==> config.mk <==
export PLATFORM = sky130hd
export DESIGN_NAME = read_intend_write_lock_table
export DESIGN_NICKNAME = d
export VERILOG_FILES = /design/src/hdl/rwlt_pkg.sv /design/src/hdl/read_intend_write_lock_table.sv /design/src/hdl/rwlt_table.sv /design/src/hdl/rwlt_engine.sv
export SDC_FILE = /design/constraint.sdc
export NUM_CORES = 2
export LEC_CHECK = 0
export BUFFER_PORTS_ARGS = -buffer_cell sky130_fd_sc_hd__buf_2
export CORE_MARGIN = 2
export CORE_UTILIZATION = 60
export CTS_CLUSTER_SIZE = 30
export DETAILED_ROUTE_END_ITERATION = 7
export MAX_ROUTING_LAYER = met4
export PLACE_DENSITY = 0.76
export SLEW_MARGIN = 20
export SYNTH_ARGS = -nofsm -noshare
export SYNTH_HDL_FRONTEND = slang
export SYNTH_SLANG_ARGS = --single-unit
==> constraint.sdc <==
create_clock -name aclk -period 9.2 [get_ports aclk]
set_input_delay 1.38 -clock aclk [delete_from_list [all_inputs] [get_ports aclk]]
set_output_delay 1.38 -clock aclk [all_outputs]
set_load 0.01 [all_outputs]
==> src/hdl/rwlt_pkg.sv <==
`timescale 1ns / 1ps

package rwlt_pkg;

    localparam int IDX_W    = 6;
    localparam int GEN_W    = 16;
    localparam int REQ_IN_W = 8;
    localparam int COUNT_W  = 9;
    localparam int IN_W     = 40;
    localparam int OUT_W    = 40;

    typedef enum logic [2:0] {
        OP_UNLOCK  = 3'd0,
        OP_READ    = 3'd1,
        OP_INTENT  = 3'd2,
        OP_PROMOTE = 3'd3,
        OP_WRITE   = 3'd4,
        OP_DEMOTE  = 3'd5,
        OP_DELETE  = 3'd6,
        OP_CREATE  = 3'd7
    } op_t;

    typedef enum logic [2:0] {
        ST_ABSENT = 3'd0,
        ST_FREE   = 3'd1,
        ST_READ   = 3'd2,
        ST_INTENT = 3'd3,
        ST_WRITE  = 3'd4
    } slot_state_t;

    typedef enum logic [2:0] {
        RS_GRANTED  = 3'd0,
        RS_WAIT     = 3'd1,
        RS_NOLOCK   = 3'd2,
        RS_MISUSE   = 3'd3,
        RS_NOTOWNER = 3'd4
    } status_t;

    typedef enum logic [1:0] {
        WK_NONE = 2'd0,
        WK_ONE  = 2'd1,
        WK_ALL  = 2'd2
    } wake_t;

    typedef struct packed {
        logic    write_en;
        logic    gen_advance;
        status_t status;
        wake_t   wake;
    } eng_ctl_t;

endpackage

==> src/hdl/read_intend_write_lock_table.sv <==
`timescale 1ns / 1ps

// Table of reader/writer locks with an upgradeable read-intend-write mode.
// Each input word is one request (operation, slot, generation id, requester)
// and yields exactly one result word with a status, a wake hint, the slot's
// state and holder count afterward, and the id handed out by a create. A
// request that cannot be granted now returns must-wait and changes nothing;
// the requester retries. The block takes one request per cycle unless the
// result port stalls it: the slot table is read into a register when a
// request is taken, and once the result register can take it the request is
// decided, the slot written back and the result register loaded, with the
// write forwarded to a request for the same slot taken in that same cycle.
// No clearing pass is needed after reset; slots come up absent.
module read_intend_write_lock_table #(
    parameter int NUM_LOCKS      = 64,
    parameter int MAX_READERS    = 255,
    parameter int REQUESTER_BITS = 8
) (
    input  logic                       aclk,
    input  logic                       aresetn,
    input  logic                       s_tvalid,
    output logic                       s_tready,
    // req_type[2:0], lock_index[8:3], handle_id[24:9], requester[32:25]
    input  logic [rwlt_pkg::IN_W-1:0]  s_tdata,
    output logic                       m_tvalid,
    input  logic                       m_tready,
    // status[2:0], wake[4:3], new_state[7:5], reader_count[16:8], new_id[32:17]
    output logic [rwlt_pkg::OUT_W-1:0] m_tdata
);

    localparam int SLOT_SPACE = 1 << rwlt_pkg::IDX_W;
    localparam int DEPTH  = (NUM_LOCKS < SLOT_SPACE) ? NUM_LOCKS : SLOT_SPACE;
    localparam int ADDR_W = (DEPTH > 1) ? $clog2(DEPTH) : 1;
    localparam int RD_W   = $clog2(MAX_READERS + 1);
    localparam int OWN_W  = REQUESTER_BITS + 1;
    localparam int GEN_W  = rwlt_pkg::GEN_W;

    logic                        accept;
    logic                        fire;
    logic                        req_valid_reg;
    logic                        req_valid_next;
    rwlt_pkg::op_t               op_reg;
    logic [rwlt_pkg::IDX_W-1:0]  idx_reg;
    logic [GEN_W-1:0]            id_reg;
    logic [REQUESTER_BITS-1:0]   who_reg;
    logic [rwlt_pkg::IDX_W-1:0]  in_idx;
    logic                        in_range;
    logic [OWN_W-1:0]            mine;
    logic [GEN_W-1:0]            gen_reg;

    rwlt_pkg::slot_state_t       cur_state;
    logic [RD_W-1:0]             cur_readers;
    logic [OWN_W-1:0]            cur_intent;
    logic [OWN_W-1:0]            cur_write;
    logic [GEN_W-1:0]            cur_generation;
    rwlt_pkg::slot_state_t       nxt_state;
    logic [RD_W-1:0]             nxt_readers;
    logic [OWN_W-1:0]            nxt_intent;
    logic [OWN_W-1:0]            nxt_write;
    logic [GEN_W-1:0]            nxt_generation;
    logic [GEN_W-1:0]            gen_next;
    logic [GEN_W-1:0]            new_id;
    rwlt_pkg::eng_ctl_t          ctl;

    rwlt_pkg::slot_state_t       rep_state;
    logic signed [rwlt_pkg::COUNT_W-1:0] rep_count;
    logic                        m_tvalid_reg;
    logic                        m_tvalid_next;
    logic [rwlt_pkg::OUT_W-1:0]  m_tdata_reg;

    assign accept   = s_tvalid && s_tready;
    assign fire     = req_valid_reg && (!m_tvalid_reg || m_tready);
    assign s_tready = !req_valid_reg || fire;
    assign in_idx   = s_tdata[8:3];

    assign req_valid_next = accept ? 1'b1 : (fire ? 1'b0 : req_valid_reg);
    assign m_tvalid_next  = fire ? 1'b1 : (m_tready ? 1'b0 : m_tvalid_reg);

    always_ff @(posedge aclk) begin
        if (!aresetn) begin
            req_valid_reg <= 1'b0;
            m_tvalid_reg  <= 1'b0;
            gen_reg       <= GEN_W'(1);
        end else begin
            req_valid_reg <= req_valid_next;
            m_tvalid_reg  <= m_tvalid_next;
            if (fire && ctl.gen_advance) begin
                gen_reg <= gen_next;
            end
        end
    end

    always_ff @(posedge aclk) begin
        if (accept) begin
            op_reg  <= rwlt_pkg::op_t'(s_tdata[2:0]);
            idx_reg <= in_idx;
            id_reg  <= s_tdata[24:9];
            who_reg <= REQUESTER_BITS'(s_tdata[32:25]);
        end
        if (fire) begin
            m_tdata_reg <= {7'b0, new_id, rep_count, rep_state, ctl.wake, ctl.status};
        end
    end

    assign in_range = (32'(idx_reg) < 32'(NUM_LOCKS));
    assign mine     = {1'b1, who_reg};

    rwlt_table #(
        .DEPTH  (DEPTH),
        .ADDR_W (ADDR_W),
        .RD_W   (RD_W),
        .OWN_W  (OWN_W)
    ) u_table (
        .aclk            (aclk),
        .aresetn         (aresetn),
        .rd_en           (accept),
        .rd_addr         (in_idx[ADDR_W-1:0]),
        .wr_en           (fire && ctl.write_en),
        .wr_addr         (idx_reg[ADDR_W-1:0]),
        .wr_state        (nxt_state),
        .wr_readers      (nxt_readers),
        .wr_intent_owner (nxt_intent),
        .wr_write_owner  (nxt_write),
        .wr_generation   (nxt_generation),
        .rd_state        (cur_state),
        .rd_readers      (cur_readers),
        .rd_intent_owner (cur_intent),
        .rd_write_owner  (cur_write),
        .rd_generation   (cur_generation)
    );

    rwlt_engine #(
        .RD_W        (RD_W),
        .OWN_W       (OWN_W),
        .MAX_READERS (MAX_READERS)
    ) u_engine (
        .in_range         (in_range),
        .op               (op_reg),
        .handle_id        (id_reg),
        .mine             (mine),
        .cur_state        (cur_state),
        .cur_readers      (cur_readers),
        .cur_intent_owner (cur_intent),
        .cur_write_owner  (cur_write),
        .cur_generation   (cur_generation),
        .gen_counter      (gen_reg),
        .nxt_state        (nxt_state),
        .nxt_readers      (nxt_readers),
        .nxt_intent_owner (nxt_intent),
        .nxt_write_owner  (nxt_write),
        .nxt_generation   (nxt_generation),
        .gen_counter_next (gen_next),
        .new_id           (new_id),
        .ctl              (ctl)
    );

    always_comb begin
        if (!in_range) begin
            rep_state = rwlt_pkg::ST_ABSENT;
            rep_count = '0;
        end else if (nxt_state == rwlt_pkg::ST_WRITE) begin
            rep_state = nxt_state;
            rep_count = '1;
        end else begin
            rep_state = nxt_state;
            rep_count = rwlt_pkg::COUNT_W'(nxt_readers);
        end
    end

    assign m_tvalid = m_tvalid_reg;
    assign m_tdata  = m_tdata_reg;

endmodule

==> src/hdl/rwlt_table.sv <==
`timescale 1ns / 1ps

module rwlt_table #(
    parameter int DEPTH  = 64,
    parameter int ADDR_W = 6,
    parameter int RD_W   = 8,
    parameter int OWN_W  = 9
) (
    input  logic                      aclk,
    input  logic                      aresetn,
    input  logic                      rd_en,
    input  logic [ADDR_W-1:0]         rd_addr,
    input  logic                      wr_en,
    input  logic [ADDR_W-1:0]         wr_addr,
    input  rwlt_pkg::slot_state_t     wr_state,
    input  logic [RD_W-1:0]           wr_readers,
    input  logic [OWN_W-1:0]          wr_intent_owner,
    input  logic [OWN_W-1:0]          wr_write_owner,
    input  logic [rwlt_pkg::GEN_W-1:0] wr_generation,
    output rwlt_pkg::slot_state_t     rd_state,
    output logic [RD_W-1:0]           rd_readers,
    output logic [OWN_W-1:0]          rd_intent_owner,
    output logic [OWN_W-1:0]          rd_write_owner,
    output logic [rwlt_pkg::GEN_W-1:0] rd_generation
);

    rwlt_pkg::slot_state_t          mem_state      [DEPTH];
    logic [RD_W-1:0]                mem_readers    [DEPTH];
    logic [OWN_W-1:0]               mem_intent     [DEPTH];
    logic [OWN_W-1:0]               mem_write      [DEPTH];
    logic [rwlt_pkg::GEN_W-1:0]     mem_generation [DEPTH];

    logic [DEPTH-1:0]               valid_reg;
    logic [DEPTH-1:0]               valid_next;
    logic                           rd_valid_reg;
    rwlt_pkg::slot_state_t          q_state_reg;
    logic [RD_W-1:0]                q_readers_reg;
    logic [OWN_W-1:0]               q_intent_reg;
    logic [OWN_W-1:0]               q_write_reg;
    logic [rwlt_pkg::GEN_W-1:0]     q_generation_reg;
    logic                           bypass;

    assign bypass = rd_en && wr_en && (rd_addr == wr_addr);

    always_comb begin
        valid_next = valid_reg;
        if (wr_en) begin
            valid_next[wr_addr] = 1'b1;
        end
    end

    always_ff @(posedge aclk) begin
        if (!aresetn) begin
            valid_reg    <= '0;
            rd_valid_reg <= 1'b0;
        end else begin
            valid_reg <= valid_next;
            if (rd_en) begin
                rd_valid_reg <= bypass ? 1'b1 : valid_reg[rd_addr];
            end
        end
    end

    always_ff @(posedge aclk) begin
        if (wr_en) begin
            mem_state[wr_addr]      <= wr_state;
            mem_readers[wr_addr]    <= wr_readers;
            mem_intent[wr_addr]     <= wr_intent_owner;
            mem_write[wr_addr]      <= wr_write_owner;
            mem_generation[wr_addr] <= wr_generation;
        end
        if (rd_en) begin
            if (bypass) begin
                q_state_reg      <= wr_state;
                q_readers_reg    <= wr_readers;
                q_intent_reg     <= wr_intent_owner;
                q_write_reg      <= wr_write_owner;
                q_generation_reg <= wr_generation;
            end else begin
                q_state_reg      <= mem_state[rd_addr];
                q_readers_reg    <= mem_readers[rd_addr];
                q_intent_reg     <= mem_intent[rd_addr];
                q_write_reg      <= mem_write[rd_addr];
                q_generation_reg <= mem_generation[rd_addr];
            end
        end
    end

    // A slot never written since reset reads as absent with all fields zero.
    assign rd_state        = rd_valid_reg ? q_state_reg : rwlt_pkg::ST_ABSENT;
    assign rd_readers      = rd_valid_reg ? q_readers_reg : '0;
    assign rd_intent_owner = rd_valid_reg ? q_intent_reg : '0;
    assign rd_write_owner  = rd_valid_reg ? q_write_reg : '0;
    assign rd_generation   = rd_valid_reg ? q_generation_reg : '0;

endmodule

==> src/hdl/rwlt_engine.sv <==
`timescale 1ns / 1ps

module rwlt_engine #(
    parameter int RD_W        = 8,
    parameter int OWN_W       = 9,
    parameter int MAX_READERS = 255
) (
    input  logic                       in_range,
    input  rwlt_pkg::op_t              op,
    input  logic [rwlt_pkg::GEN_W-1:0] handle_id,
    input  logic [OWN_W-1:0]           mine,
    input  rwlt_pkg::slot_state_t      cur_state,
    input  logic [RD_W-1:0]            cur_readers,
    input  logic [OWN_W-1:0]           cur_intent_owner,
    input  logic [OWN_W-1:0]           cur_write_owner,
    input  logic [rwlt_pkg::GEN_W-1:0] cur_generation,
    input  logic [rwlt_pkg::GEN_W-1:0] gen_counter,
    output rwlt_pkg::slot_state_t      nxt_state,
    output logic [RD_W-1:0]            nxt_readers,
    output logic [OWN_W-1:0]           nxt_intent_owner,
    output logic [OWN_W-1:0]           nxt_write_owner,
    output logic [rwlt_pkg::GEN_W-1:0] nxt_generation,
    output logic [rwlt_pkg::GEN_W-1:0] gen_counter_next,
    output logic [rwlt_pkg::GEN_W-1:0] new_id,
    output rwlt_pkg::eng_ctl_t         ctl
);

    logic            id_ok;
    logic            at_limit;
    logic [RD_W-1:0] dec_readers;
    logic [rwlt_pkg::GEN_W-1:0] gen_inc;

    assign id_ok    = (cur_state != rwlt_pkg::ST_ABSENT) && (handle_id != '0)
                      && (handle_id == cur_generation);
    assign at_limit = (cur_readers >= RD_W'(MAX_READERS));
    assign dec_readers = (cur_readers != '0) ? cur_readers - RD_W'(1) : '0;
    assign gen_inc  = gen_counter + rwlt_pkg::GEN_W'(1);

    always_comb begin
        nxt_state        = cur_state;
        nxt_readers      = cur_readers;
        nxt_intent_owner = cur_intent_owner;
        nxt_write_owner  = cur_write_owner;
        nxt_generation   = cur_generation;
        gen_counter_next = (gen_inc == '0) ? rwlt_pkg::GEN_W'(1) : gen_inc;
        new_id           = '0;
        ctl.status       = rwlt_pkg::RS_GRANTED;
        ctl.wake         = rwlt_pkg::WK_NONE;
        ctl.gen_advance  = 1'b0;

        if (!in_range) begin
            ctl.status = rwlt_pkg::RS_NOLOCK;
        end else if (op == rwlt_pkg::OP_CREATE) begin
            if (cur_state != rwlt_pkg::ST_ABSENT) begin
                ctl.status = rwlt_pkg::RS_MISUSE;
            end else begin
                nxt_state        = rwlt_pkg::ST_FREE;
                nxt_readers      = '0;
                nxt_intent_owner = '0;
                nxt_write_owner  = '0;
                nxt_generation   = gen_counter;
                new_id           = gen_counter;
                ctl.gen_advance  = 1'b1;
            end
        end else if (!id_ok) begin
            ctl.status = rwlt_pkg::RS_NOLOCK;
        end else begin
            case (op)
                rwlt_pkg::OP_UNLOCK: begin
                    if (cur_state == rwlt_pkg::ST_FREE) begin
                        ctl.status = rwlt_pkg::RS_MISUSE;
                    end else if (cur_state == rwlt_pkg::ST_WRITE) begin
                        if (cur_write_owner != mine) begin
                            ctl.status = rwlt_pkg::RS_NOTOWNER;
                        end else begin
                            nxt_write_owner = '0;
                            nxt_readers     = '0;
                            nxt_state       = rwlt_pkg::ST_FREE;
                            ctl.wake        = rwlt_pkg::WK_ALL;
                        end
                    end else if (cur_state == rwlt_pkg::ST_READ) begin
                        nxt_readers = dec_readers;
                        if (dec_readers == '0) begin
                            nxt_state = rwlt_pkg::ST_FREE;
                            ctl.wake  = rwlt_pkg::WK_ONE;
                        end
                    end else begin
                        nxt_readers = dec_readers;
                        if (dec_readers == '0) begin
                            nxt_state        = rwlt_pkg::ST_FREE;
                            nxt_intent_owner = '0;
                        end else if (cur_intent_owner == mine) begin
                            nxt_state        = rwlt_pkg::ST_READ;
                            nxt_intent_owner = '0;
                        end
                        ctl.wake = rwlt_pkg::WK_ALL;
                    end
                end
                rwlt_pkg::OP_READ: begin
                    if (cur_state == rwlt_pkg::ST_WRITE || at_limit) begin
                        ctl.status = rwlt_pkg::RS_WAIT;
                    end else begin
                        nxt_readers = cur_readers + RD_W'(1);
                        if (cur_state == rwlt_pkg::ST_FREE) begin
                            nxt_state = rwlt_pkg::ST_READ;
                        end
                    end
                end
                rwlt_pkg::OP_INTENT: begin
                    if (cur_state == rwlt_pkg::ST_WRITE || cur_state == rwlt_pkg::ST_INTENT
                        || at_limit) begin
                        ctl.status = rwlt_pkg::RS_WAIT;
                    end else begin
                        nxt_intent_owner = mine;
                        nxt_readers      = cur_readers + RD_W'(1);
                        nxt_state        = rwlt_pkg::ST_INTENT;
                    end
                end
                rwlt_pkg::OP_PROMOTE: begin
                    if (cur_state != rwlt_pkg::ST_INTENT) begin
                        ctl.status = rwlt_pkg::RS_MISUSE;
                    end else if (cur_intent_owner != mine) begin
                        ctl.status = rwlt_pkg::RS_NOTOWNER;
                    end else if (cur_readers != RD_W'(1)) begin
                        ctl.status = rwlt_pkg::RS_WAIT;
                    end else begin
                        nxt_readers      = '0;
                        nxt_state        = rwlt_pkg::ST_WRITE;
                        nxt_intent_owner = '0;
                        nxt_write_owner  = mine;
                    end
                end
                rwlt_pkg::OP_WRITE: begin
                    if (cur_state != rwlt_pkg::ST_FREE) begin
                        ctl.status = rwlt_pkg::RS_WAIT;
                    end else begin
                        nxt_readers     = '0;
                        nxt_state       = rwlt_pkg::ST_WRITE;
                        nxt_write_owner = mine;
                    end
                end
                rwlt_pkg::OP_DEMOTE: begin
                    if (cur_state != rwlt_pkg::ST_WRITE) begin
                        ctl.status = rwlt_pkg::RS_MISUSE;
                    end else if (cur_write_owner != mine) begin
                        ctl.status = rwlt_pkg::RS_NOTOWNER;
                    end else begin
                        nxt_write_owner  = '0;
                        nxt_intent_owner = mine;
                        nxt_state        = rwlt_pkg::ST_INTENT;
                        nxt_readers      = RD_W'(1);
                        ctl.wake         = rwlt_pkg::WK_ALL;
                    end
                end
                default: begin
                    if (cur_state != rwlt_pkg::ST_FREE) begin
                        ctl.status = rwlt_pkg::RS_MISUSE;
                    end else begin
                        nxt_state        = rwlt_pkg::ST_ABSENT;
                        nxt_readers      = '0;
                        nxt_intent_owner = '0;
                        nxt_write_owner  = '0;
                        nxt_generation   = '0;
                    end
                end
            endcase
        end

        ctl.write_en = in_range && (ctl.status == rwlt_pkg::RS_GRANTED);
    end

endmodule

==> reports/metrics.yaml <==
synth_edf_count: 2991
start_util_pct: 60.16
p_leak_nw: 42.46
cp.required_ns: 9.76
setup_slack_ns: 2.758
final_common_cell: "edfxtp_1"
postPlaceCellArea_sq_mm: 0.1244
synth_area_per_cell_sq_um: 22.84
p_int_mw: 22.84
seq_area_frac_synth_pct: 76.31
grt_pass1_wl_um: 453500
placedCellCount: 7845
max_freq_mhz: 155.2
hold_class: "reg2reg"
grt_pass1_vias: 59990
top_layer: "met4"
syn-instance-count: 5248
maxCapViolCount: 0
cts_buffer_depth: 4
clock_skew_ns: 0.04365
switchingPower_mw: 5.979
layout.nets: 5557
vias: 60270
finalNonFillerCells: 8385
cts_max_level: 5
cts.clk_slew.worst_paths_ns: 0.06
cp-end-kind: "flip-flop"
fillerInstances: 11720
first_pass_iters: 6
crit_slowest_cell: "nor2_4"
period_needed_ns: 6.442
avgRoutedWirePerCell_um: 38.43
grt_max_degree: 119
postLayoutCellArea_sq_mm: 0.1341
num_rows: 164
path_common_cell: "buf_4"
period_share_pct: 70.02
p_total_mw: 28.82
io_pins: 86
synth_cell_types: 86
dr_wl_met3_um: 36350
cts_tree: "yes"
drtIter0Drc: 9877
layout-drive-gt1-share_pct: 30.45
cts_buffers: 312
outcome: "finished clean"
final.setup.tns_ns: 0
cts_setup_buffers: 0
area_growth_pct: 11.85
place.gp.congestion: 0.9350
max_flop_register: "u_table.mem_generation"
rsz0062_at_grt: "no"
clock-sinks: 3074
crit_fanout: 50
mostFrequentLayoutCells: "2991 x edfxtp_1, 966 x mux4_2, 322 x clkbuf_16"
ys_warn_count: 0
hold_viol: 0
core_sq_mm: 0.1992
port_buffers: 71
whs_ns: 0.4509
seqPwrFrac_pct: 53.5
cp_cell_sequence: "buf_4 > and4bb_2 > a32oi_1 > a222oi_1 > buf_4 > a211oi_1 > o211ai_2 > and3_1 > nand4_1 > nor2_4 > buf_4"
pwr-share-clk_pct: 41.9
ys.flop_type: "edfxtp_1"
clock_latency_ns: 0.95
dp_hpwl_um: 164800
wl_met1_um: 113000
die_y_um: 451.0
ctsResizeCount: 0
slew_headroom_pct: 18.73
comb_power_share_pct: 4.6
dpl_worst_slack_ns: 2.966
slew_viol_final: 0
start_kind: "flip-flop"
pwr_density_cell_mw_per_mm2: 215.0
largest_reg_flops: 1024
cp_slowest_stage_delay_ns: 1.11
async_reset_ff_share_pct: 0
drt-vias-per-instance: 7.187
cp.arrival_ns: 7.01
dieArea_sq_mm: 0.2034
critical_path_class: "reg2reg"
ant_nets: 0
postCtsHoldBufs: 0
tightestPinTransition_ns: 1.218
syn_area_sq_mm: 0.1199
wl_um: 322200
grt_usage_pct: 33.02
reg.largest.list: "u_table.mem_generation x1024, u_table.mem_intent x576, u_table.mem_write x576"
switching_share_pct: 20.75
die_w_um: 451.0
drc: 0
final_core_util_pct: 67.29
wl_met2_um: 157700
cts-root-buf: "clkbuf_16"
grt-ovfl-total: 0
finalSetupViolations: 0
antenna_found_initial: 2
peakVddDrop_uv: 217.5
ys_ff_latch: 3074
==> critical path, delay by kind of cell (launching register included) <==
kind	cells	cell delay [ns]
compound gates	4	1.13
buf+inv	3	1.52
flops	1	0.64
simple gates	4	2.62
==> cells by family (layout without fill, tap and decap cells) <==
kind of cell	count (synthesis)	count (layout)	synth area share, %
flip-flops	3074	3074	76.31
multiplexers	994	994	18.41
AND/OR/NAND/NOR	473	473	1.984
buffers and inverters	346	819	1.188
AO/OA/AOI/OAI	313	313	1.739
XOR/XNOR	42	42	0.3069
adder cells (fa/ha/maj)	5	5	0.05219
other	1	9	0.003128
==> final timing paths <==
check / slack, ns / cells past startpoint / to / startpoint
worst max-delay path: 2.76 / 11 / u_table.mem_state[61][1] / u_table.rd_valid_reg
worst min-delay path: 0.45 / 2 / u_table.valid_reg[42] / u_table.valid_reg[42]
worst max register to register: 2.76 / 11 / u_table.mem_state[61][1] / u_table.rd_valid_reg
worst min register to register: 0.45 / 2 / u_table.valid_reg[42] / u_table.valid_reg[42]
==> Yosys cell counts (27+ instances only) <==
library cell	number	area share (%)
a21oi_1	35	0.15
xor2_1	27	0.20
dfxtp_1	83	1.4
mux4_2	966	18
and2_1	32	0.17
nor2_1	118	0.37
clkbuf_1	170	0.53
o21ai_0	111	0.46
inv_1	33	0.10
nand3_1	36	0.15
nand2_1	149	0.47
edfxtp_1	2991	75
buf_1	110	0.34
==> routing by layer <==
layer  global-route usage [%]  up-vias
met5                        -        -
met4                    13.14        0
met3                    6.875      810
met2                    51.16     4635
met1                    43.70    31900
li1                         -    22920
==> cell type report <==
type	instances	area, sq um	area share (%)
antenna	2	5.005	0.003733
clock buffer	399	8377	6.248
clock inverter	134	1101	0.8212
inverter	34	127.6	0.09519
multi-input combinational	1834	27570	20.56
sequential	3074	91480	68.23
tap	2656	3323	2.479
timing repair buffer	252	2087	1.557
==> power by group through the flow <==
| stage | combinational [mW] | sequential [mW] | clock, mW |
|---|---|---|---|
| after floorplan | 0.881 | 15.7 | 0 |
| after global placement | 1.27 | 15.7 | 0 |
| after detailed placement | 1.29 | 15.7 | 0 |
| after CTS | 1.31 | 15.4 | 12.2 |
| after global routing | 1.38 | 15.4 | 12.7 |
| final | 1.32 | 15.4 | 12.1 |
(Power assumes the default switching activity.)
